`src/hdl/lbs_pkg.sv`:
```
// shared constants, widths and control types of the skinning unit
`default_nettype none

package lbs_pkg;

  // store geometry
  localparam int MAX_BONES        = 64;
  localparam int ENTRIES_PER_BONE = 12;
  localparam int STORE_DEPTH      = MAX_BONES * ENTRIES_PER_BONE;
  localparam int STORE_AW         = $clog2(STORE_DEPTH);

  // number formats
  localparam int FRAC_BITS   = 16;
  localparam int WEIGHT_BITS = 16;

  // field widths
  localparam int BONE_W   = 6;
  localparam int ENTRY_W  = 4;
  localparam int DATA_W   = 32;
  localparam int WEIGHT_W = 17;
  localparam int AXES     = 3;

  // datapath widths
  localparam int PROD_W = 2 * DATA_W;
  localparam int RSUM_W = PROD_W + 2;
  localparam int T_W    = RSUM_W - FRAC_BITS;
  localparam int WP_W   = T_W + WEIGHT_BITS + 2;
  localparam int ACC_W  = 64;

  // stream widths
  localparam int IN_TDATA_W  = 160;
  localparam int IN_TUSER_W  = 2;
  localparam int OUT_TDATA_W = AXES * DATA_W;

  // item kinds
  localparam logic KIND_LOAD = 1'b0;
  localparam logic KIND_TERM = 1'b1;

  // sequencing
  localparam logic [ENTRY_W-1:0] LAST_ENTRY = ENTRY_W'(ENTRIES_PER_BONE - 1);
  localparam int                 DRAIN_CYCLES = 4;
  localparam logic [1:0]         TRANS_COL = 2'd3;

  localparam logic [WEIGHT_W-1:0] WEIGHT_ONE = WEIGHT_W'(1 << WEIGHT_BITS);

  typedef struct packed {
    logic               accept;
    logic               rd_en;
    logic [ENTRY_W-1:0] rd_entry;
    logic               out_load;
  } lbs_cmd_t;

  typedef struct packed {
    logic out_valid;
  } lbs_status_t;

endpackage

`default_nettype wire

```
`src/hdl/lbs_ctrl.sv`:
```
// sequencer: accepts items, walks the twelve matrix reads, drains and emits
`default_nettype none

module lbs_ctrl (
  input  wire logic                 clk,
  input  wire logic                 rst_n,
  input  wire logic                 in_tvalid,
  output logic                      in_tready,
  input  wire logic                 in_kind,
  input  wire logic                 in_last,
  input  wire logic                 out_tready,
  input  wire lbs_pkg::lbs_status_t status,
  output lbs_pkg::lbs_cmd_t         cmd
);

  localparam logic [1:0] ST_IDLE  = 2'd0;
  localparam logic [1:0] ST_READ  = 2'd1;
  localparam logic [1:0] ST_DRAIN = 2'd2;
  localparam logic [1:0] ST_EMIT  = 2'd3;

  localparam logic [lbs_pkg::ENTRY_W-1:0] DRAIN_LAST =
    lbs_pkg::ENTRY_W'(lbs_pkg::DRAIN_CYCLES - 1);

  logic [1:0]                  state_r, state_nxt;
  logic [lbs_pkg::ENTRY_W-1:0] cnt_r, cnt_nxt;
  logic                        last_r, last_nxt;
  logic                        accept;

  assign in_tready = (state_r == ST_IDLE);
  assign accept    = in_tvalid && in_tready;

  always_comb begin
    state_nxt    = state_r;
    cnt_nxt      = cnt_r;
    last_nxt     = last_r;
    cmd.accept   = accept;
    cmd.rd_en    = 1'b0;
    cmd.rd_entry = cnt_r;
    cmd.out_load = 1'b0;
    unique case (state_r)
      ST_IDLE: begin
        if (accept && (in_kind == lbs_pkg::KIND_TERM)) begin
          state_nxt = ST_READ;
          cnt_nxt   = '0;
          last_nxt  = in_last;
        end
      end
      ST_READ: begin
        cmd.rd_en = 1'b1;
        if (cnt_r == lbs_pkg::LAST_ENTRY) begin
          state_nxt = ST_DRAIN;
          cnt_nxt   = '0;
        end else begin
          cnt_nxt = cnt_r + 1'b1;
        end
      end
      ST_DRAIN: begin
        if (cnt_r == DRAIN_LAST) begin
          state_nxt = last_r ? ST_EMIT : ST_IDLE;
          cnt_nxt   = '0;
        end else begin
          cnt_nxt = cnt_r + 1'b1;
        end
      end
      ST_EMIT: begin
        if (!status.out_valid || out_tready) begin
          cmd.out_load = 1'b1;
          state_nxt    = ST_IDLE;
        end
      end
      default: begin
        state_nxt = ST_IDLE;
      end
    endcase
  end

  always_ff @(posedge clk) begin
    if (!rst_n) begin
      state_r <= ST_IDLE;
      cnt_r   <= '0;
      last_r  <= 1'b0;
    end else begin
      state_r <= state_nxt;
      cnt_r   <= cnt_nxt;
      last_r  <= last_nxt;
    end
  end

  a_read_range: assert property (@(posedge clk) disable iff (!rst_n)
    state_r == ST_READ |-> cnt_r <= lbs_pkg::LAST_ENTRY)
    else $error("matrix read counter beyond last entry");

  a_term_starts: assert property (@(posedge clk) disable iff (!rst_n)
    accept && (in_kind == lbs_pkg::KIND_TERM) |=> state_r == ST_READ && cnt_r == '0)
    else $error("term transaction did not start the matrix walk");

  a_no_overwrite: assert property (@(posedge clk) disable iff (!rst_n)
    cmd.out_load |-> (!status.out_valid || out_tready))
    else $error("output register loaded over an untaken result");

  a_idle_no_read: assert property (@(posedge clk) disable iff (!rst_n)
    in_tready |-> !cmd.rd_en)
    else $error("store read while accepting input");

endmodule

`default_nettype wire
```
`config.mk`:
```
export PLATFORM = sky130hd
export DESIGN_NAME = lbs_ctrl
export DESIGN_NICKNAME = d
export VERILOG_FILES = /design/src/hdl/lbs_pkg.sv /design/src/hdl/lbs_ctrl.sv
export SDC_FILE = /design/constraint.sdc
export NUM_CORES = 1
export LEC_CHECK = 0
export ABC_AREA = 1
export BUFFER_PORTS_ARGS = -buffer_cell sky130_fd_sc_hd__buf_4
export CORE_AREA = 3 3 40 42
export DETAILED_ROUTE_END_ITERATION = 6
export DIE_AREA = 0 0 43 45
export PLACE_DENSITY = 0.64
export SYNTH_ARGS = -nofsm -noshare
export SYNTH_HDL_FRONTEND = slang
export SYNTH_SLANG_ARGS = --single-unit
```
`constraint.sdc`:
```
create_clock -name clk -period 3.46 [get_ports clk]
set_clock_uncertainty 0.05 [all_clocks]
set_input_delay 0.692 -clock clk [delete_from_list [all_inputs] [get_ports clk]]
set_output_delay 0.692 -clock clk [all_outputs]
set_load 0.02 [all_outputs]
```
-- Yosys cells after proc, flatten, opt, wreduce, memory -nomap -nowiden
Index checks and enable logic that the tools add are counted.
- register bits after elaboration: 7
- bits in latches: 0
- RAM bits: 0
- memory bits (read-only): 0
- bits of input ports: 7
- output and inout port bits: 8
- logic and storage cells: 35
- memories kept: 0
- add/sub/neg operators: 1
- multipliers: 0
- div/mod/pow operators: 0
- magnitude comparators: 0
- equality and inequality tests: 9
- shifts and indexed selects: 0
- mux-type cells: 13
- bitwise logic cells: 0
- reduce and logical (&&, ||, !) cells: 9
- operators with widths (kind ; count):
    2-to-1 mux 4 bit ; 3
    case mux 4 bit (3 select lines) ; 1
    2-to-1 mux 2 bit ; 5
    case mux 2 bit (4 select lines) ; 1
    inequality test 2 bit, second input constant ; 3
    adder 4 x 1 -> 4 bit, second input constant ; 1
    == test 2 bit, second input constant ; 2
    == test 4 x 2 -> 1 bit, second input constant ; 1
    == test 4 bit, second input constant ; 1
    AND reduction 2 bit ; 2
    AND reduction 4 bit ; 1
    2-to-1 mux 1 bit ; 3
    nonzero test 3 bit ; 1
    == test 2 x 1 -> 1 bit, second input constant ; 1
    logical AND 1 bit ; 2
    logical NOT 2 bit ; 1
    inequality test 2 x 1 -> 1 bit, second input constant ; 1
    logical NOT 1 bit ; 1
    logical OR 1 bit ; 1

-- Longest topological paths before layout
- depth after elaboration: 5
- gate-level depth with buffers: 10
- mapped depth without buffers: 10

-- Worst setup path after synthesis
OpenSTA, ideal clock, no wires.
- path type: input-to-output
- from: input out_tready
- to: output cmd[0] (netlist bit)
- arrival: 1066 ps
- required time: 2718 ps
- path slack: 1652 ps
- cell stages on the path: 2
- path buffers: 0
- cells stage by stage: inv_1 > a21oi_1
- RTL lines (element ; RTL line ; RTL):
    start: declaration ; lbs_ctrl.sv:11 ; input wire logic out_tready,
    end: declaration ; lbs_ctrl.sv:13 ; output lbs_pkg::lbs_cmd_t cmd

==> out/qor.yml <==
hold_viol_final: 0
die_h_um: 45
p_leak_nw: 0.342
fin_ws_ns: 1.40
crit_required_ns: 2.72
slew_viol_final: 0
synth_top_area_share: 0.265
grt_pass1_wl_um: 1790
syn_area_um2: 529
final_area_um2: 672
critPathMaxStageDelay_ns: 0.42
status: "complete, no violations"
grtUsageTotal: 0.126
ant_nets: 0
port_buffers: 14
hold_buffers: 0
synth_ff_type: "dfxtp_1"
clockRootBuffer: "clkbuf_4"
cpMaxStageDelayCell: "dfxtp_1"
die_x_um: 43
period_needed_ns: 2.06
crit_top_cell: "inv_1"
start_util: 0.412
critPathMaxFanout: 5
drive_above_1_share: 0.273
fin_crit_sh: 0.595
worstSetupPathType: "register to primary output"
dpl_cell_area_um2: 646
vdd_ir_drop_max_mv: 0.275
drt-total-wl_um: 1070
post_cts_buffers: 0
power_mw: 0.485
ys_seq_area_frac: 0.265
synth-compound-area-share: 0.0993
worstMarginPinSlew_ns: 0.224
drtIter0Drc: 5
end_kind: "primary output"
syn-num-nets: 95
wl_per_cell_um: 9.39
route.detailed.drc: 0
synth_edf_count: 0
numCtsBuffers: 3
grt_overflow: 0
ys_ff_latch: 7
antennaDiodeCount: 0
dp_slack_ns: 1.64
row_count: 13
post_cts_resized: 0
synth_mux_area_frac: 0
hpwl_um: 879
routed_via_density: 4.61
crit_family: "flip-flops"
power_density_mw_per_mm2: 722
crit_path_cell_trace: "inv_1 > ha_1 > nand2_1 > inv_1 > buf_4"
yosys.area_share.xor_xnor: 0.0165
synth_top_family_by_area: "simple AND/OR/NAND/NOR gates"
syn_inst: 82
slew_headroom: 0.850
gp_congestion: 0.756
max_freq_mhz: 485
ys_top_cells_by_count: "25 x nand2_1, 13 x inv_1, 8 x nand3_1"
final_core_util: 0.523
clock_latency_ns: 0.25
yosys.area.top_type: "dfxtp_1"
drv_cap: 0
critPathArrivalTime_ns: 1.32
tns_ns: 0
cts_buffer_depth: 2
cp.buffers_inverters: 3
die_area_mm2: 0.00194
synth_area_leaders: "dfxtp_1 26%, nand2_1 18%, ha_1 14%"
fin_hold_ws_ns: 0.428
fillCellCount: 128
syn2layout_area_growth_pct: 27.0
rsz0062_at_grt: "no"
cts_sinks: 7
min_path_type: "register to register"
grt_max_degree: 7
htreeDepth: 1
antenna_found_initial: 0
setup_viol: 0
placed_cells: 110
io_pins: 15
synth-simple-area-share: 0.357
startpoint_type: "register"
dr.pass1.iters: 4
yosysWarnings: 0
finalNonFillerCells: 114
async_flop_share: 0
grt_pass1_vias: 441
cts_tree: "done"
syn_avg_cell_area_um2: 6.45
dr_total_vias: 525
synth_fa_ha_area_frac: 0.142
ys_types: 15
clkTransAtPathRegs_ns: 0.04
final_nets: 113
core_mm2: 0.00128
yosysMostFrequentCell: "nand2_1"
[cells in the final DEF, fill, tap and decap left out]
cell type  instances
a21oi_1            5
buf_4             14
nand4_1            1
xor2_1             1
nor2_2             3
nor2_1             3
a21oi_2            2
dfxtp_1            7
nand3_1            8
nand2_2            3
ha_1               6
nand2_1           25
clkbuf_4           3
o21ai_0            2
inv_2              2
inv_1             13
clkbuf_1           1
[registers in the layout, indices dropped and copies added, names as in the netlist]
| register | flops |
|---|---|
| cnt_r | 4 |
| last_r | 1 |
| state_r | 2 |
[logic make-up (layout without fill, tap and decap cells)]
logic type / after synthesis / after routing
and+or+nand+nor: 43 / 43
buffers and inverters: 16 / 33
AOI/OAI and AO/OA: 9 / 9
DFF: 7 / 7
adders and majority gates: 6 / 6
xor gates and xnor gates: 1 / 1
[path summary, 6_finish.rpt]
kind,start,end,slack [ns],cells past startpoint
setup reg to reg,state_r[1],cnt_r[2],1.97,9
setup / recovery,state_r[1],cmd[6],1.40,5
hold / removal,last_r,last_r,0.43,2
hold reg to reg,last_r,last_r,0.43,2
[power breakdown]
part / switching [mW] / internal [mW]
sequential: 0.0272 / 0.0995
combinational: 0.177 / 0.111
clock: 0.0266 / 0.0438
[layout make-up]
cell class / instances / area (µm²) / area share
Clock buffer: 4 / 26.3 / 0.0391
Inverter: 15 / 56.3 / 0.0838
Timing Repair Buffer: 14 / 105 / 0.156
Multi-Input combinational cell: 59 / 325 / 0.484
Sequential cell: 7 / 140 / 0.209
Tap cell: 15 / 18.8 / 0.0279
[routing by layer]
layer / global-route usage / routed length, µm / up-vias
met1: 0.166 / 516 / 220
met3: 0.0120 / 53 / 4
met5: 0 / 0 / -
met2: 0.174 / 472 / 14
met4: 0.127 / 27 / 0
li1: - / - / 287
[worst reg2reg max path: stages (launching register included)]
cell,delay (ns)
dfxtp_1,0.42
inv_1,0.12
ha_1,0.26
inv_2,0.08
a21oi_2,0.05
nor2_2,0.17
nand2_1,0.07
nand2_1,0.06
inv_1,0.04
nor2_1,0.11
No activity file was read; power rests on OpenSTA's default activity.
